**src/assert_macros.svh**
```systemverilog
// assertion macros shared by the rtl
`ifndef ASSERT_MACROS_SVH
`define ASSERT_MACROS_SVH

`ifndef NO_ASSERTIONS

// same-cycle implication
`define ASSERT_IMPL(label, clk, rst_n, ante, cons) \
	label: assert property (@(posedge clk) disable iff (!rst_n) (ante) |-> (cons)) \
		else $error("assertion failed");

// next-cycle implication
`define ASSERT_NEXT(label, clk, rst_n, ante, cons) \
	label: assert property (@(posedge clk) disable iff (!rst_n) (ante) |=> (cons)) \
		else $error("assertion failed");

`else

`define ASSERT_IMPL(label, clk, rst_n, ante, cons)
`define ASSERT_NEXT(label, clk, rst_n, ante, cons)

`endif

`endif

```
**src/stw_pkg.sv**
```systemverilog
`default_nettype none

package stw_pkg;

	// field widths
	localparam int THR_W      = 10;
	localparam int HOLD_W     = 8;
	localparam int DIGIT_W    = 4;
	localparam int CFG_DATA_W = 10;
	localparam int CFG_IDX_W  = 2;

	// register reset values
	localparam logic [THR_W-1:0]  INACTIVE_THR_RST = 10'd300;
	localparam logic [THR_W-1:0]  PRESSED_THR_RST  = 10'd700;
	localparam logic [HOLD_W-1:0] MIN_HOLD_RST     = 8'd10;

	// counter limits
	localparam logic [HOLD_W-1:0]  HOLD_MAX     = 8'd255;
	localparam logic [DIGIT_W-1:0] DIGIT_TOP    = 4'd9;
	localparam logic [DIGIT_W-1:0] SEC_TENS_TOP = 4'd5;
	localparam logic [DIGIT_W-1:0] MINUTES_SAT  = 4'd10;

	// configuration register indexes
	typedef enum logic [CFG_IDX_W-1:0] {
		REG_INACTIVE_THR = 2'd0,
		REG_PRESSED_THR  = 2'd1,
		REG_MIN_HOLD     = 2'd2
	} cfg_reg_t;

	// stopwatch mode
	typedef enum logic [1:0] {
		MODE_RESET = 2'd0,
		MODE_RUN   = 2'd1,
		MODE_PAUSE = 2'd2
	} mode_t;

	typedef logic [DIGIT_W-1:0] digit_t;

	typedef struct packed {
		digit_t minutes;
		digit_t sec_tens;
		digit_t sec_ones;
		digit_t hund_tens;
		digit_t hund_ones;
	} clock_time_t;

	typedef struct packed {
		logic              active;
		mode_t             mode;
		logic              held;
		logic [HOLD_W-1:0] hold_count;
	} ctrl_t;

	typedef struct packed {
		ctrl_t ctrl;
		logic  changed;
		logic  clear_time;
	} btn_out_t;

endpackage

`default_nettype wire

```
**src/stw_button_logic.sv**
```systemverilog
`default_nettype none

module stw_button_logic #(
	parameter int ADC_BITS = 10
) (
	input  stw_pkg::ctrl_t                   ctrl,
	input  logic                             sample_valid,
	input  logic [ADC_BITS-1:0]              adc_sample,
	input  logic                             hold_tick,
	input  logic [stw_pkg::THR_W-1:0]        inactive_thr,
	input  logic [stw_pkg::THR_W-1:0]        pressed_thr,
	input  logic [stw_pkg::HOLD_W-1:0]       min_hold,
	output stw_pkg::btn_out_t                nxt
);
	import stw_pkg::*;

	localparam int CMP_W = (ADC_BITS > THR_W) ? ADC_BITS : THR_W;

	logic [CMP_W-1:0] sample_ext;
	logic             new_active;
	logic             new_pressed;

	// classify the sample against both thresholds
	assign sample_ext  = CMP_W'(adc_sample);
	assign new_active  = sample_ext >= CMP_W'(inactive_thr);
	assign new_pressed = new_active && (sample_ext >= CMP_W'(pressed_thr));

	// level change, button edge and mode step, then hold tick
	always_comb begin
		nxt            = '0;
		nxt.ctrl       = ctrl;
		nxt.changed    = 1'b0;
		nxt.clear_time = 1'b0;
		if (sample_valid) begin
			if (nxt.ctrl.active != new_active) begin
				nxt.ctrl.active     = new_active;
				nxt.ctrl.mode       = MODE_RESET;
				nxt.ctrl.held       = 1'b0;
				nxt.ctrl.hold_count = '0;
				nxt.clear_time      = 1'b1;
				nxt.changed         = 1'b1;
			end
			if (nxt.ctrl.hold_count >= min_hold) begin
				if (new_pressed && !nxt.ctrl.held) begin
					nxt.ctrl.held       = 1'b1;
					nxt.ctrl.hold_count = '0;
				end else if (!new_pressed && nxt.ctrl.held) begin
					nxt.ctrl.held       = 1'b0;
					nxt.ctrl.hold_count = '0;
					unique case (nxt.ctrl.mode)
						MODE_PAUSE: begin
							nxt.ctrl.mode  = MODE_RESET;
							nxt.clear_time = 1'b1;
							nxt.changed    = 1'b1;
						end
						MODE_RUN: begin
							nxt.ctrl.mode = MODE_PAUSE;
							nxt.changed   = 1'b1;
						end
						MODE_RESET: begin
							nxt.ctrl.mode = MODE_RUN;
							nxt.changed   = 1'b1;
						end
						default: begin
						end
					endcase
				end
			end
		end
		// saturating hold counter, only while switched on
		if (hold_tick && nxt.ctrl.active && (nxt.ctrl.hold_count != HOLD_MAX)) begin
			nxt.ctrl.hold_count = nxt.ctrl.hold_count + 8'd1;
		end
	end

endmodule

`default_nettype wire

```
**src/stw_time_counter.sv**
```systemverilog
`default_nettype none

module stw_time_counter (
	input  stw_pkg::clock_time_t cur,
	input  logic                 clear,
	input  logic                 advance,
	output stw_pkg::clock_time_t nxt
);
	import stw_pkg::*;

	// one bcd digit step: {carry, digit}
	function automatic logic [DIGIT_W:0] bump_digit(digit_t d, digit_t top);
		logic [DIGIT_W:0] r;
		if (d == top) begin
			r = {1'b1, {DIGIT_W{1'b0}}};
		end else begin
			r = {1'b0, d + 4'd1};
		end
		return r;
	endfunction

	// clear, then ripple the carry up through the digits
	always_comb begin
		logic [DIGIT_W:0] b;
		nxt = clear ? '0 : cur;
		b   = '0;
		if (advance && (nxt.minutes < MINUTES_SAT)) begin
			b = bump_digit(nxt.hund_ones, DIGIT_TOP);
			nxt.hund_ones = b[DIGIT_W-1:0];
			if (b[DIGIT_W]) begin
				b = bump_digit(nxt.hund_tens, DIGIT_TOP);
				nxt.hund_tens = b[DIGIT_W-1:0];
				if (b[DIGIT_W]) begin
					b = bump_digit(nxt.sec_ones, DIGIT_TOP);
					nxt.sec_ones = b[DIGIT_W-1:0];
					if (b[DIGIT_W]) begin
						b = bump_digit(nxt.sec_tens, SEC_TENS_TOP);
						nxt.sec_tens = b[DIGIT_W-1:0];
						if (b[DIGIT_W]) begin
							nxt.minutes = nxt.minutes + 4'd1;
							// saturated display
							if (nxt.minutes == MINUTES_SAT) begin
								nxt.sec_tens  = DIGIT_TOP;
								nxt.sec_ones  = DIGIT_TOP;
								nxt.hund_tens = DIGIT_TOP;
								nxt.hund_ones = DIGIT_TOP;
							end
						end
					end
				end
			end
		end
	end

endmodule

`default_nettype wire

```
**src/stopwatch_button_controller_unit.sv**
```systemverilog
`default_nettype none
// Stopwatch controlled by one analog button (start / pause / reset).
// Input channel: item_valid / item_stall with sample_valid, adc_sample,
// hold_tick and centi_tick; a beat is taken when item_valid is high and
// item_stall low. Output channel: result_valid / result_stall carrying the
// active level, mode, state_changed flag and the time digits; one result
// beat per input beat, in order.
// Configuration: cfg_wr_en with cfg_index and cfg_data writes a threshold
// or the minimum hold count at the clock edge; write only while idle.
// Path: a beat taken goes into the input register, and its result is
// loaded into the state register once the result register is free.
// Throughput: one beat per cycle while the receiver does not stall; the
// result register is the state register itself, updated by combinational classify and bcd logic.
// When the receiver stalls, the input register still takes one more beat,
// then item_stall is raised until the result is taken.
// Reset (arst_n low) clears the state to switched off, reset mode, time
// zero, and loads the default thresholds 300 and 700 and hold count 10.
`include "assert_macros.svh"

module stopwatch_button_controller_unit #(
	parameter int ADC_BITS = 10
) (
	input  logic                            clk,
	input  logic                            arst_n,
	// configuration
	input  logic                            cfg_wr_en,
	input  logic [stw_pkg::CFG_IDX_W-1:0]   cfg_index,
	input  logic [stw_pkg::CFG_DATA_W-1:0]  cfg_data,
	// input channel
	input  logic                            item_valid,
	output logic                            item_stall,
	input  logic                            sample_valid,
	input  logic [ADC_BITS-1:0]             adc_sample,
	input  logic                            hold_tick,
	input  logic                            centi_tick,
	// output channel
	output logic                            result_valid,
	input  logic                            result_stall,
	output logic                            active,
	output logic [1:0]                      mode,
	output logic                            state_changed,
	output logic [stw_pkg::DIGIT_W-1:0]     minutes,
	output logic [stw_pkg::DIGIT_W-1:0]     sec_tens,
	output logic [stw_pkg::DIGIT_W-1:0]     sec_ones,
	output logic [stw_pkg::DIGIT_W-1:0]     hund_tens,
	output logic [stw_pkg::DIGIT_W-1:0]     hund_ones
);
	import stw_pkg::*;

	logic [THR_W-1:0]  inactive_thr_q;
	logic [THR_W-1:0]  pressed_thr_q;
	logic [HOLD_W-1:0] min_hold_q;

	logic                s1_valid_s1;
	logic                sample_valid_s1;
	logic [ADC_BITS-1:0] adc_sample_s1;
	logic                hold_tick_s1;
	logic                centi_tick_s1;

	ctrl_t       ctrl_q;
	clock_time_t time_q;
	logic        changed_q;
	logic        result_valid_q;

	btn_out_t    btn_nxt;
	clock_time_t time_nxt;
	logic        advance;
	logic        s1_go;
	logic        item_take;

	// configuration registers
	always_ff @(posedge clk or negedge arst_n) begin
		if (!arst_n) begin
			inactive_thr_q <= INACTIVE_THR_RST;
			pressed_thr_q  <= PRESSED_THR_RST;
			min_hold_q     <= MIN_HOLD_RST;
		end else if (cfg_wr_en) begin
			unique case (cfg_reg_t'(cfg_index))
				REG_INACTIVE_THR: inactive_thr_q <= cfg_data[THR_W-1:0];
				REG_PRESSED_THR:  pressed_thr_q  <= cfg_data[THR_W-1:0];
				REG_MIN_HOLD:     min_hold_q     <= cfg_data[HOLD_W-1:0];
				default: begin
				end
			endcase
		end
	end

	// handshake: stage moves when the result register is free
	assign s1_go      = s1_valid_s1 && (!result_valid_q || !result_stall);
	assign item_stall = s1_valid_s1 && result_valid_q && result_stall;
	assign item_take  = item_valid && !item_stall;

	// input register
	always_ff @(posedge clk or negedge arst_n) begin
		if (!arst_n) begin
			s1_valid_s1 <= 1'b0;
		end else if (item_take) begin
			s1_valid_s1 <= 1'b1;
		end else if (s1_go) begin
			s1_valid_s1 <= 1'b0;
		end
	end

	always_ff @(posedge clk) begin
		if (item_take) begin
			sample_valid_s1 <= sample_valid;
			adc_sample_s1   <= adc_sample;
			hold_tick_s1    <= hold_tick;
			centi_tick_s1   <= centi_tick;
		end
	end

	// sample evaluation and hold counter
	stw_button_logic #(
		.ADC_BITS(ADC_BITS)
	) u_button (
		.ctrl         (ctrl_q),
		.sample_valid (sample_valid_s1),
		.adc_sample   (adc_sample_s1),
		.hold_tick    (hold_tick_s1),
		.inactive_thr (inactive_thr_q),
		.pressed_thr  (pressed_thr_q),
		.min_hold     (min_hold_q),
		.nxt          (btn_nxt)
	);

	// time counts only while on and running
	assign advance = centi_tick_s1 && btn_nxt.ctrl.active && (btn_nxt.ctrl.mode == MODE_RUN);

	stw_time_counter u_time (
		.cur     (time_q),
		.clear   (btn_nxt.clear_time),
		.advance (advance),
		.nxt     (time_nxt)
	);

	// state doubles as the result register
	always_ff @(posedge clk or negedge arst_n) begin
		if (!arst_n) begin
			ctrl_q         <= '0;
			time_q         <= '0;
			changed_q      <= 1'b0;
			result_valid_q <= 1'b0;
		end else if (s1_go) begin
			ctrl_q         <= btn_nxt.ctrl;
			time_q         <= time_nxt;
			changed_q      <= btn_nxt.changed;
			result_valid_q <= 1'b1;
		end else if (!result_stall) begin
			result_valid_q <= 1'b0;
		end
	end

	// result beat
	assign result_valid  = result_valid_q;
	assign active        = ctrl_q.active;
	assign mode          = ctrl_q.mode;
	assign state_changed = changed_q;
	assign minutes       = time_q.minutes;
	assign sec_tens      = time_q.sec_tens;
	assign sec_ones      = time_q.sec_ones;
	assign hund_tens     = time_q.hund_tens;
	assign hund_ones     = time_q.hund_ones;

	// checks
	`ASSERT_IMPL(a_min_range, clk, arst_n, 1'b1, time_q.minutes <= MINUTES_SAT)
	`ASSERT_IMPL(a_sat_digits, clk, arst_n, time_q.minutes == MINUTES_SAT, time_q.sec_tens == DIGIT_TOP && time_q.sec_ones == DIGIT_TOP && time_q.hund_tens == DIGIT_TOP && time_q.hund_ones == DIGIT_TOP)
	`ASSERT_IMPL(a_off_idle, clk, arst_n, !ctrl_q.active, ctrl_q.mode == MODE_RESET && ctrl_q.hold_count == '0 && time_q == '0)
	`ASSERT_NEXT(a_chg_needs_sample, clk, arst_n, s1_go && !sample_valid_s1, !changed_q)

endmodule

`default_nettype wire
```
**config.mk**
```make
export PLATFORM = sky130hd
export DESIGN_NAME = stopwatch_button_controller_unit
export DESIGN_NICKNAME = d
export VERILOG_FILES = /design/src/stw_pkg.sv /design/src/stw_button_logic.sv /design/src/stw_time_counter.sv /design/src/stopwatch_button_controller_unit.sv
export VERILOG_INCLUDE_DIRS = /design/src /design/src/src
export SDC_FILE = /design/constraint.sdc
export NUM_CORES = 1
export LEC_CHECK = 0
export ABC_AREA = 1
export BUFFER_PORTS_ARGS = -buffer_cell sky130_fd_sc_hd__buf_2
export CAP_MARGIN = 10
export CORE_ASPECT_RATIO = 1.5
export CORE_UTILIZATION = 38
export DETAILED_ROUTE_END_ITERATION = 12
export SKIP_CTS_REPAIR_TIMING = 1
export SYNTH_ARGS = -nofsm -noshare
export SYNTH_HDL_FRONTEND = slang
export SYNTH_HIERARCHICAL = 1
export SYNTH_SLANG_ARGS = --single-unit
```
**constraint.sdc**
```tcl
create_clock -name clk -period 3.85 [get_ports clk]
set_input_delay 0.77 -clock clk [delete_from_list [all_inputs] [get_ports clk]]
set_output_delay 0.77 -clock clk [all_outputs]
set_load 0.05 [all_outputs]
```
Word level (Yosys, flattened, before mapping). Cells that the tools add are included. Widths: inputs -> output; s select.

Add/subtract/negate cells: 6. Magnitude comparators: 4. Eq/ne operators: 13. Muxes and demuxes: 37. Reduce and logical (&&, ||, !) cells: 26.

Operators by type and width (number): $mux 20 (6); $mux 5 (14); $mux 14 (3); $mux 13 (2); $add 4x1->4 const B (5); $ge 10x10->1 (2); $eq 4x4->1 const B (4); $mux 16 (1); $logic_and 1x1->1 (12); $mux 9 (1); $add 8x1->8 const B (1); $ge 8x8->1 (1); $mux 8 (1); $ne 8x8->1 const B (1); $reduce_and 2->1 (4); $eq 2x1->1 const B (3); $mux 1 (6); $pmux 2 s3 (1); $logic_not 1->1 (5); $eq 2x2->1 const B (2); $eq 4x3->1 const B (1); $logic_not 2->1 (2); $lt 4x4->1 const B (1); $mux 2 (2); other kinds (5) (5).

Register bits: 76. Input port bits: 30. Output and inout port bits: 26. Logic and storage cells: 105.

Logic depth before layout (Yosys ltp). Gate-level depths: netlist of the first run.

Word-level depth: 30. Mapped depth: 41.

Cells and area by module. The synthesis of the first run kept the hierarchy.

Modules (own cells, without submodules): stopwatch_button_controller_unit (instances 1, cells an instance 294, area each 2976.6 um2, sequential area each 1981.9 um2); stw_button_logic (instances 1, cells an instance 235, area each 1368.8 um2, sequential area each 0.0 um2); stw_time_counter (instances 1, cells an instance 164, area each 800.8 um2, sequential area each 0.0 um2).

Worst setup path before layout of the first run. Ideal clock, no wire load.

Kind: register to register. Start point: register inactive_thr_q[5]. End point: register time_q (netlist bit minutes[3]). Arrival: 4.057 ns. Required time: 3.731 ns. Path slack: -0.326 ns. Cell stages (with the launch flop): 40. Path buffers: 2. Clock period less this slack: 4.176 ns. Cells stage by stage: dfstp_2 > inv_1 > ha_1 > nand2_1 > inv_1 > nand2_1 > nand2_1 > nand2_1 > nand3_2 > nand2_2 > nand2_2 > buf_2 > inv_1 > nand2_1 > ha_1 > o21ai_0 > nand2_1 > o21ai_0 > (+4 left out) > nand2_2 > nand2_1 > nor2_1 > o21ai_0 > nor2_1 > inv_2 > buf_6 > nand2_2 > nor2_2 > nand2_2 > nor2_4 > nand2_2 > nor2_4 > nand2_1 > nand2_1 > o21ai_1 > nand3_1 > nand2_1.

RTL lines: start: declaration (RTL line stopwatch_button_controller_unit.sv:50) `logic [THR_W-1:0] inactive_thr_q;`; start signal: assignment (RTL line stopwatch_button_controller_unit.sv:79) `REG_INACTIVE_THR: inactive_thr_q <= cfg_data[THR_W-1:0];`; end signal: assignment (RTL line stopwatch_button_controller_unit.sv:146) `time_q <= time_nxt;`; end: declaration (RTL line stopwatch_button_controller_unit.sv:61) `clock_time_t time_q;`.

==> results of run 1 <==
==> flip-flops by register name, indices dropped and copies added, names as in the netlist <==
register	flops
minutes	4
inactive_thr_q	10
hund_ones	4
state_changed	1
sample_valid_s1	1
active	1
sec_tens	4
result_valid	1
hund_tens	4
pressed_thr_q	10
s1_valid_s1	1
hold_tick_s1	1
min_hold_q	8
centi_tick_s1	1
sec_ones	4
adc_sample_s1	10
mode	2
ctrl_q	9
==> layout make-up <==
type	count	area, µm²
clock inverters	6	63.81
repair buffers	130	889.6
fillers	1210	6233
clock buffers	10	229.0
multi-input cells	503	3137
well taps	159	198.9
flip-flops and latches	76	1982
inverters	90	347.8
==> where the power goes <==
part	internal, mW	leakage (nW)	switching, mW
Sequential	0.921	0.931	0.0737
Combinational	0.354	2.37	0.547
Clock	0.503	0.139	0.351
==> tightest hold or removal path, stage by stage (launching register included) <==
cell     delay (ns)
dfstp_2        0.37
nand2_1        0.05
nand2_1        0.04
==> through the flow <==
stage | hold WS (ns) | std cells | TNS, ns | setup WS, ns
final | 0.4605 | 974 | -5.390 | -0.2657
after global routing | 0.4875 | 974 | -13.29 | -0.5346
after CTS | 0.4632 | 962 | -11.37 | -0.5124
after detailed placement | 0.4531 | 946 | -11.02 | -0.5036
after global placement | 0.4541 | 946 | -7.380 | -0.3450
after floorplan | 0.4419 | 693 | -0.9675 | -0.1106
==> how the worst max path moves through the flow <==
stage                            startpoint    endpoint  slack (ns)  depth (start not counted)
after floorplan           inactive_thr_q[3]  minutes[3]       -0.11                         39
after global placement    inactive_thr_q[8]  minutes[0]       -0.34                         32
after detailed placement  inactive_thr_q[8]  minutes[0]       -0.50                         30
after CTS                 inactive_thr_q[8]  minutes[0]       -0.51                         30
after global routing      inactive_thr_q[5]  minutes[2]       -0.53                         36
final                     inactive_thr_q[5]  minutes[0]       -0.27                         29
==> metal layers <==
metal  wire, µm  up-vias  part of all wire  track usage
li1           -     2454                 -            -
met1       5535     2386              0.39       0.2111
met4        543        0             0.038       0.1108
met2       7826      111              0.55       0.3999
met3        440       39             0.031      0.02900
met5          0        -                 0            0
==> synthesized netlist by cell type, types with 3 or more instances <==
library cell  instances
ha_1                 31
nor2_2               14
xor2_1                4
nand2_2              18
inv_1                82
a21oi_1              13
buf_4                 9
edfxtp_1             13
o22ai_1               3
nand3_1              63
buf_2                12
nand2_4               3
nand3_2               4
nor2_1               35
dfrtp_1              51
dfstp_2              12
o21ai_1               6
nand4_1              25
inv_2                 8
nor2_4                8
nand2_1             234
o21ai_0              14
nor3_1                9
o211ai_1              3
==> cells by family after synthesis <==
family	share of synthesized area
AOI/OAI and AO/OA	0.05228
xor gates and xnor gates	0.01021
adders and majority gates	0.07537
buffers and inverters	0.09725
DFF	0.3851
and+or+nand+nor	0.3798
==> metrics.md, run 1 <==
| Metric | Value |
|---|---|
| First-pass DRT Iterations | `4` |
| Global-route wire length before repair | `between 20000 and 25000 µm` |
| Slew HR | `0.3978` |
| Gpl congestion | `a little under 0.9` |
| Initial Utilization | `0.3934` |
| CTS tree | `yes` |
| Final core utilization | `0.5235` |
| Status | `finished, violations left` |
| Largest area contributor in the netlist | `dfrtp_1` |
| Asr flop ratio synth | `0.8289` |
| Routed WL per cell | `between 10 and 15 µm` |
| CTS Buf Count | `9` |
| I/O pins | `56` |
| Area Growth Syn to Fin | `33.07%` |
| Pin count of the biggest net entering global routing | `39` |
| Die W | `97.02 µm` |
| Number of port buffers | `55` |
| Post-Syn Instances | `693` |
| Register area share after synthesis | `0.3851` |
| Mapped cell area | `between 5000 and 6000 µm²` |
| Synth Flop Type | `dfrtp_1` |
| Setup CP Type | `reg -> reg` |
| Clock root buffer | `clkbuf_16` |
| Distinct cells, synth | `39` |
| Failing checks | `negative setup slack` |
| Worst-path maximum fanout | `7` |
| Final WS setup | `-0.2657 ns` |
| Overall die area | `14020 µm²` |
| PD cells | `approximately 400 nW/µm²` |
| Final Hold Fails | `0` |
| Leading cell types in the layout, fill and taps excluded | `nand2_1 (212), inv_1 (73), buf_4 (66)` |
| CP max stage delay | `roughly 0.53 ns` |
| Placed Area | `roughly 6000 µm²` |
| Congestion Overflow GR | `0` |
| CP required | `slightly above 4 ns` |
| F_max | `0.2430 GHz` |
| Nature of the critical path endpoint | `flop` |
| P_leak | `3.444 nW` |
| DRC | `0` |
| Worst Skew | `between 0.009 and 0.01 ns` |
| Final Cycle Share | `1.069` |
| Clk buf depth | `2` |
| Initial antenna violation count | `0` |
| NumNets Final | `roughly 870` |
| Reg2reg end | `minutes[0]` |
| Final setup fails | `28` |
| Via density per instance | `5.123` |
| Worst Max-Slew Pin Slew | `0.9032 ns` |
| Final wirelength | `~14000 µm` |
| Clock-pin slew on the worst setup and hold paths | `about 0.06 ns` |
| Die Y | `144.5 µm` |
| Final instance area | `about 6800 µm²` |
| Top cell type's share of synthesized area | `0.2480` |
| H-Tree Depth | `3` |
| Post-route ant nets | `0` |
| R2R depth | `29` |
| Yosys reg bits | `between 70 and 80` |
| Commonest non-fill, non-tap cell in the layout | `nand2_1` |
| Core Box Area | `approximately 13000 µm²` |
| Hold Path Origin | `pressed_thr_q[2]` |
| Vias | `4990` |
| Minimum clock period | `4.116 ns` |
| Clk Latency, worst-skew pair | `roughly 0.33 ns` |
| Antenna Cells | `0` |
| Hold Path Sink | `pressed_thr_q[2]` |
| Max_cap viols | `0` |
| Slowest CP cell | `dfstp_2` |
| Cells on Worst Hold Path | `2` |
| Crit path arrival time | `around 4.4 ns` |
| Initial DRC count | `147` |
| Gr usage total | `0.2056` |
| R2r startpoint | `inactive_thr_q[5]` |
| Row cnt | `slightly above 50` |
| Top cells by area, synth | `dfrtp_1 (25%), nand2_1 (17%), edfxtp_1 (7.6%)` |
| Yosys warns | `6` |
| Share of cells above drive strength 1 | `0.3583` |
| VDD IR max | `between 200 and 250 µV` |
| Crit path buffers/inverters | `6` |
| Max-slew violation count | `0` |
| Synthesized Nets | `about 750` |
| Hpwl dp | `about 10000 µm` |
| Vias in the first global route | `4960` |
| Internal reg-to-reg setup slack | `-0.27 ns` |
| Family with the most delay on the worst path | `simple AND/OR/NAND/NOR gates` |
| Total power | `roughly 2.7 mW` |
| Worst setup SP type | `flop` |
| Clock Sinks | `76` |
| Synthesized area per cell | `approximately 7.4 µm²` |
| RSZ-0062 raised after global routing | `true` |
| Hold crit path type | `reg -> reg` |
| Post-synth EDFFs | `13` |
(Power assumes the default switching activity.)
==> run 2: changes to the inputs <==
Settings changed: ABC_AREA 1 to default.
==> metrics.md, run 2 <==
| Metric | Value |
|---|---|
| Vias in the first global route | `4038 (-19%)` |
| Yosys reg bits | `76 (unchanged)` |
| H-Tree Depth | `3 (unchanged)` |
| Mapped cell area | `4810 µm² (-6.5%)` |
| Post-route ant nets | `0 (unchanged)` |
| Family with the most delay on the worst path | `simple AND/OR/NAND/NOR gates` |
| VDD IR max | `280.3 µV (+30%)` |
| Core Box Area | `12390 µm² (-5.3%)` |
| Synth Flop Type | `dfrtp_1` |
| Area Growth Syn to Fin | `37.49%` |
| Top cell type's share of synthesized area | `0.2653 (+0.01735)` |
| Post-synth top cells | `mux2_2 (60), dfrtp_1 (51), inv_1 (44)` |
| Clock root buffer | `clkbuf_16` |
| Post-synth EDFFs | `13 (unchanged)` |
| Clock Sinks | `76 (unchanged)` |
| Final setup fails | `29 (+3.6%)` |
| Worst Max-Slew Pin Slew | `0.7653 ns (-0.1379 ns)` |
| Asr flop ratio synth | `0.8289 (unchanged)` |
| Die W | `93.86 µm (-3.3%)` |
| Worst setup SP type | `flop` |
| Post-Syn Instances | `450 (-35%)` |
| PD cells | `425.7 nW/µm² (+6.0%)` |
| Commonest non-fill, non-tap cell in the layout | `buf_4` |
| Count leader, synth | `mux2_2` |
| TNS Setup | `-29.20 ns (-23.81 ns)` |
| Register area share after synthesis | `0.4121 (+0.02695)` |
| Leading cell types in the layout, fill and taps excluded | `buf_4 (80), buf_2 (55), mux2_2 (52)` |
| Failing checks | `negative setup slack` |
| CTS tree | `yes` |
| Share of cells above drive strength 1 | `0.5034 (+0.1451)` |
| Hpwl dp | `8872 µm (-15%)` |
| Vias | `3967 (-21%)` |
| Overall die area | `13120 µm² (-6.4%)` |
| Worst-path maximum fanout | `7 (unchanged)` |
| Setup CP Type | `reg -> reg` |
| Hold crit path type | `in -> async` |
| Initial DRC count | `97 (-34%)` |
| P_leak | `3.051 nW (-11%)` |
| Gpl congestion | `0.8508 (-4.7%)` |
| Minimum clock period | `4.998 ns (+0.8827 ns)` |
| Final Hold Fails | `0 (unchanged)` |
| Worst-case hold slack | `0.4853 ns (+0.02487 ns)` |
| F_max | `0.2001 GHz (-18%)` |
| DRC | `0 (unchanged)` |
| Slew HR | `0.4898 (+0.09196)` |
| Crit path buffers/inverters | `2 (-4)` |
| Pin count of the biggest net entering global routing | `32 (-18%)` |
| Number of port buffers | `55 (unchanged)` |
| Routed WL per cell | `16.39 µm (+11%)` |
| Largest area contributor in the netlist | `dfrtp_1` |
| Max_cap viols | `0 (unchanged)` |
| Die Y | `139.8 µm (-3.3%)` |
| Initial antenna violation count | `0 (unchanged)` |
| Yosys warns | `6 (unchanged)` |
| Status | `finished, violations left` |
| Clock-pin slew on the worst setup and hold paths | `0.07 ns (about the same)` |
| Antenna Cells | `0 (unchanged)` |
| I/O pins | `56 (unchanged)` |
| Initial Utilization | `0.3883 (-0.005117)` |
| Final wirelength | `12330 µm (-14%)` |
| Slowest CP cell | `edfxtp_1` |
| Distinct cells, synth | `72 (+85%)` |
| RSZ-0062 raised after global routing | `true` |
| CTS Buf Count | `9 (unchanged)` |
| Gr usage total | `0.1908 (-0.01487)` |
| CP required | `4.08 ns (-0.04 ns)` |
| Global-route wire length before repair | `19150 µm (-17%)` |
| Top Registers | `adc_sample_s1 (10), inactive_thr_q (10), pressed_thr_q (10)` |
| Via density per instance | `5.275 (+3.0%)` |
| Final WS setup | `-1.148 ns (-0.8827 ns)` |
| Row cnt | `50 (-2.0%)` |
| Clk buf depth | `2 (unchanged)` |
| Synthesized Nets | `511 (-32%)` |
| Worst path cell trace | `inv_2 > ha_1 > nand2b_4 > a211oi_4 > buf_4 > o31ai_4 > nor3_4 > nor2_4 > nor2b_1 > ha_1 > and4_4 > nand3_4 > a21oi_4 > nand4_1 > and3_4 > nor3_1 > o221ai_2 > and4b_2 > and4b_1 > o2111a_4 > and3_4 > mux2i_1 > nor2_1 > mux2_4` |
| Clk Latency, worst-skew pair | `0.34 ns (about the same)` |
| Max-slew violation count | `0 (unchanged)` |
| Nature of the critical path endpoint | `flop` |
| Final Cycle Share | `1.298 (+0.2293)` |
| Crit path arrival time | `5.23 ns (+0.84 ns)` |
| Synthesized area per cell | `10.69 µm² (+44%)` |
| NumNets Final | `652 (-25%)` |
| Top cells by area, synth | `dfrtp_1 (27%), mux2_2 (14%), edfxtp_1 (8.1%)` |
| Worst Skew | `0.009650 ns (-0.0002159 ns)` |
| First-pass DRT Iterations | `4 (unchanged)` |
| Congestion Overflow GR | `0 (unchanged)` |
| CP max stage delay | `0.39 ns (-0.14 ns)` |
==> run 2: cell count changes after synthesis, moves of 9 or more <==
cell	before	now
nand4_1	25	5
nor2_2	14	0
nand3_1	63	10
buf_2	12	1
a21oi_1	13	22
nand2_2	18	0
mux2_2	0	60
nor2_1	35	22
nand2_1	234	20
inv_1	82	44
nand2b_1	0	12
==> run 2: kinds of logic after synthesis <==
group,share of synthesized area
mux,0.1535
flops,0.4121
xor+xnor,0.01639
buf+inv,0.05411
compound gates,0.1342
simple gates,0.1491
fa+ha+maj,0.08064
==> run 2: cell type report <==
type	count	area, µm²
fill	1093	5774
clock buffer	9	225.2
timing repair buffer	142	972.2
sequential	76	1982
inverter	46	175.2
clock inverter	7	80.08
tap	156	195.2
multi-input combinational	316	2983
==> run 2: stage by stage <==
step | utilization | instances | worst slack, ns | power [mW] | instance area, µm²
6_report | 0.5338 | 752 | -1.148 | 2.815 | 6613
5_1_grt | 0.5338 | 752 | -1.342 | 2.966 | 6613
3_5_place_dp | 0.4788 | 725 | -1.322 | 1.838 | 5931
2_1_floorplan | - | 450 | -1.229 | 1.505 | 4982
4_1_cts | 0.5034 | 741 | -1.322 | 2.728 | 6236
3_3_place_gp | 0.4788 | 725 | -1.182 | 1.818 | 5931
==> run 2: worst paths after layout <==
check | start | slack (ns) | cells past startpoint | endpoint
worst max-delay path | adc_sample_s1[0] | -1.15 | 24 | sec_tens[1]
min in group clk | s1_valid_s1 | 0.49 | 1 | result_valid
worst max register to register | adc_sample_s1[0] | -1.15 | 24 | sec_tens[1]
worst min register to register | s1_valid_s1 | 0.49 | 1 | result_valid
worst min-delay path | arst_n | 0.49 | 1 | min_hold_q[4]
max in group asynchronous | arst_n | 2.52 | 2 | inactive_thr_q[8]
==> run 2: report_power, final <==
group / internal (mW) / switching [mW]
Combinational: 0.436 / 0.495
Sequential: 0.930 / 0.0707
Clock: 0.513 / 0.369
Total: 1.88 / 0.935
==> run 2: metal layers <==
layer / part of all wire / routed length, µm / vias up / track usage
met5: 0 / 0 / - / 0
met2: 0.58 / 7105 / 72 / 0.3680
li1: - / - / 1923 / -
met4: 0.012 / 149 / 0 / 0.06073
met1: 0.38 / 4730 / 1964 / 0.2002
met3: 0.028 / 344 / 8 / 0.03770
==> run 3: changes to the inputs <==
Settings changed: CORE_ASPECT_RATIO 1.5 to default.
==> metrics.md, run 3 (synthesis results as in run 2) <==
| Metric | Value |
|---|---|
| Antenna Cells | `0 (unchanged)` |
| Worst setup SP type | `flop` |
| GRT met3 Usage | `0.04129 (+0.003587)` |
| Failing checks | `negative setup slack` |
| RSZ-0062 raised after global routing | `true` |
| Worst Setup EP | `sec_tens[1]` |
| VDD IR max | `320.3 µV (+14%)` |
| R2R depth | `23 (-4.2%)` |
| Pin count of the biggest net entering global routing | `34 (+6.3%)` |
| Max-slew violation count | `0 (unchanged)` |
| F_max | `0.2021 GHz (+1.0%)` |
| Initial DRC count | `138 (+42%)` |
| Core Box Area | `12160 µm² (-1.8%)` |
| Worst-case hold slack | `0.3720 ns (-0.1133 ns)` |
| Flop pwr share | `0.373 (+0.017)` |
| Overall die area | `13110 µm² (about the same)` |
| Final Cycle Share | `1.285 (-0.01287)` |
| Die W | `114.5 µm (+22%)` |
| Gr usage total | `0.1840 (-0.006704)` |
| Gr busiest metal | `met2` |
| Met1 Usage GRT | `0.2154 (+0.01518)` |
| Minimum clock period | `4.949 ns (-0.04955 ns)` |
| Crit. Startpoint | `inactive_thr_q[8]` |
| Setup CP Type | `reg -> reg` |
| Final setup fails | `28 (-3.4%)` |
| Initial Utilization | `0.3955 (+0.007190)` |
| Hold crit path type | `in -> async` |
| R2r startpoint | `inactive_thr_q[8]` |
| M2 GR Usage | `0.3277 (-0.04036)` |
| Final Hold Fails | `0 (unchanged)` |
| Clock-pin slew on the worst setup and hold paths | `0.06 ns (about the same)` |
| P_leak | `3.030 nW (-0.70%)` |
| NumNets Final | `652 (unchanged)` |
| Nature of the critical path endpoint | `flop` |
| Fill count | `1065 (-2.6%)` |
| Clock root buffer | `clkbuf_16` |
| Number of port buffers | `55 (unchanged)` |
| Die Y | `114.5 µm (-18%)` |
| Internal power | `1.805 mW (-4.0%)` |
| Congestion Overflow GR | `0 (unchanged)` |
| First-pass DRT Iterations | `4 (unchanged)` |
| Initial antenna violation count | `0 (unchanged)` |
| Clk Latency, worst-skew pair | `0.34 ns (about the same)` |
| DRC | `0 (unchanged)` |
| H-Tree Depth | `3 (unchanged)` |
| Internal reg-to-reg setup slack | `-1.10 ns (+0.05 ns)` |
| Worst Skew | `0.006915 ns (-0.002735 ns)` |
| Crit path arrival time | `5.17 ns (-0.06 ns)` |
| Vias in the first global route | `3963 (-1.9%)` |
| Vias | `3923 (-1.1%)` |
| Clk buf depth | `2 (unchanged)` |
| Place WS | `-1.213 ns (+0.1086 ns)` |
| CTS Buf Count | `9 (unchanged)` |
| Final WS setup | `-1.099 ns (+0.04955 ns)` |
| Via density per instance | `5.135 (-2.7%)` |
| Worst path cell trace | `inv_2 > ha_4 > nand4_1 > buf_4 > o31a_4 > a21oi_4 > o21ai_2 > ha_1 > nand2b_1 > a21oi_2 > o21bai_1 > a221oi_4 > and3_4 > buf_4 > nor3_4 > o221ai_2 > and4b_2 > and4b_1 > o2111a_4 > and3_4 > mux2i_1 > nor2_1 > mux2_4` |
| Leading cell types in the layout, fill and taps excluded | `buf_4 (79), buf_2 (55), mux2_2 (51), dfrtp_1 (51), inv_1 (42)` |
| Hpwl dp | `8412 µm (-5.2%)` |
| Global-route wire length before repair | `18730 µm (-2.2%)` |
| Reg2reg end | `sec_tens[1]` |
| Routed WL per cell | `15.11 µm (-7.9%)` |
| Worst-path maximum fanout | `7 (unchanged)` |
| Gpl congestion | `0.8580 (+0.85%)` |
| Row cnt | `40 (-20%)` |
| PD cells | `408.3 nW/µm² (-4.1%)` |
| Final wirelength | `11540 µm (-6.4%)` |
| Worst Max-Slew Pin Slew | `0.7953 ns (+0.03001 ns)` |
| Commonest non-fill, non-tap cell in the layout | `buf_4` |
| Final core utilization | `0.5414 (+0.007520)` |
| Share of cells above drive strength 1 | `0.5101 (+0.006711)` |
| Post-route ant nets | `0 (unchanged)` |
| Top Registers | `adc_sample_s1 (10), inactive_thr_q (10), pressed_thr_q (10)` |
| Area Growth Syn to Fin | `36.89%` |
| Status | `finished, violations left` |
| CP max stage delay | `0.53 ns (+0.14 ns)` |
| Max_cap viols | `0 (unchanged)` |
| CP required | `4.08 ns (about the same)` |
| Sw Ratio | `0.3285 (-0.003807)` |
| Power share of the clock group | `0.294 (-0.019)` |
| CTS tree | `yes` |
| Clock Sinks | `76 (unchanged)` |
| Slew HR | `0.4698 (-0.02001)` |
| Sw power | `883.1 µW (-5.6%)` |
| Slowest CP cell | `dfstp_2` |
| Combinational power share | `0.333 (+0.002)` |
| I/O pins | `56 (unchanged)` |
==> run 3: changes by cell type in the layout (fill, tap and decap cells not counted), sizes merged <==
cell      previous run  this run
clkinv               2         4
clkinvlp             0         2
clkbuf               9        11
inv                 50        45
bufinv               1         0
==> run 3: layer usage <==
metal	share of wire	wire, µm
met1	0.43	4965
met2	0.52	5947
met3	0.037	423
met4	0.018	204
met5	0	0
==> run 3: worst min path at each step <==
stage	startpoint	to	cells after the start
finish	arst_n	minutes[2]	1
global route	arst_n	sec_tens[2]	1
CTS	arst_n	sec_tens[2]	1
floorplan	s1_valid_s1	result_valid	1
detailed placement	s1_valid_s1	result_valid	1
global placement	s1_valid_s1	result_valid	1
==> run 3: through the flow <==
step	cell area, µm²	setup TNS [ns]	instances	power, mW
final	6584	-27.59	764	2.688
after global placement	5926	-28.18	736	1.815
after CTS	6206	-31.13	752	2.642
after detailed placement	5926	-30.02	736	1.833
after global routing	6584	-35.38	764	2.838
after floorplan	4982	-25.23	450	1.505
==> run 3: cell type report <==
type	count	area [µm²]	share of cell area
repair buffers	142	967.2	0.1469
multi-input cells	316	2969	0.4510
inverters	46	175.2	0.02661
well taps	168	210.2	0.03193
clock buffers	11	242.7	0.03687
flip-flops and latches	76	1982	0.3010
clock inverters	5	37.54	0.005701
==> run 3: critical path, delay by kind of cell, from the launching register on <==
kind / cells / cell delay [ns]
flops: 1 / 0.53
buf+inv: 3 / 0.36
mux: 2 / 0.44
compound gates: 8 / 1.61
simple gates: 8 / 1.36
fa+ha+maj: 2 / 0.52
==> run 3: power groups by stage <==
stage	Combinational [mW]	Sequential, mW	Clock, mW
6_report	0.895	1.00	0.791
3_5_place_dp	0.818	1.01	0
4_1_cts	0.825	1.00	0.816
3_3_place_gp	0.804	1.01	0
5_1_grt	0.973	1.02	0.849
2_1_floorplan	0.472	1.03	0
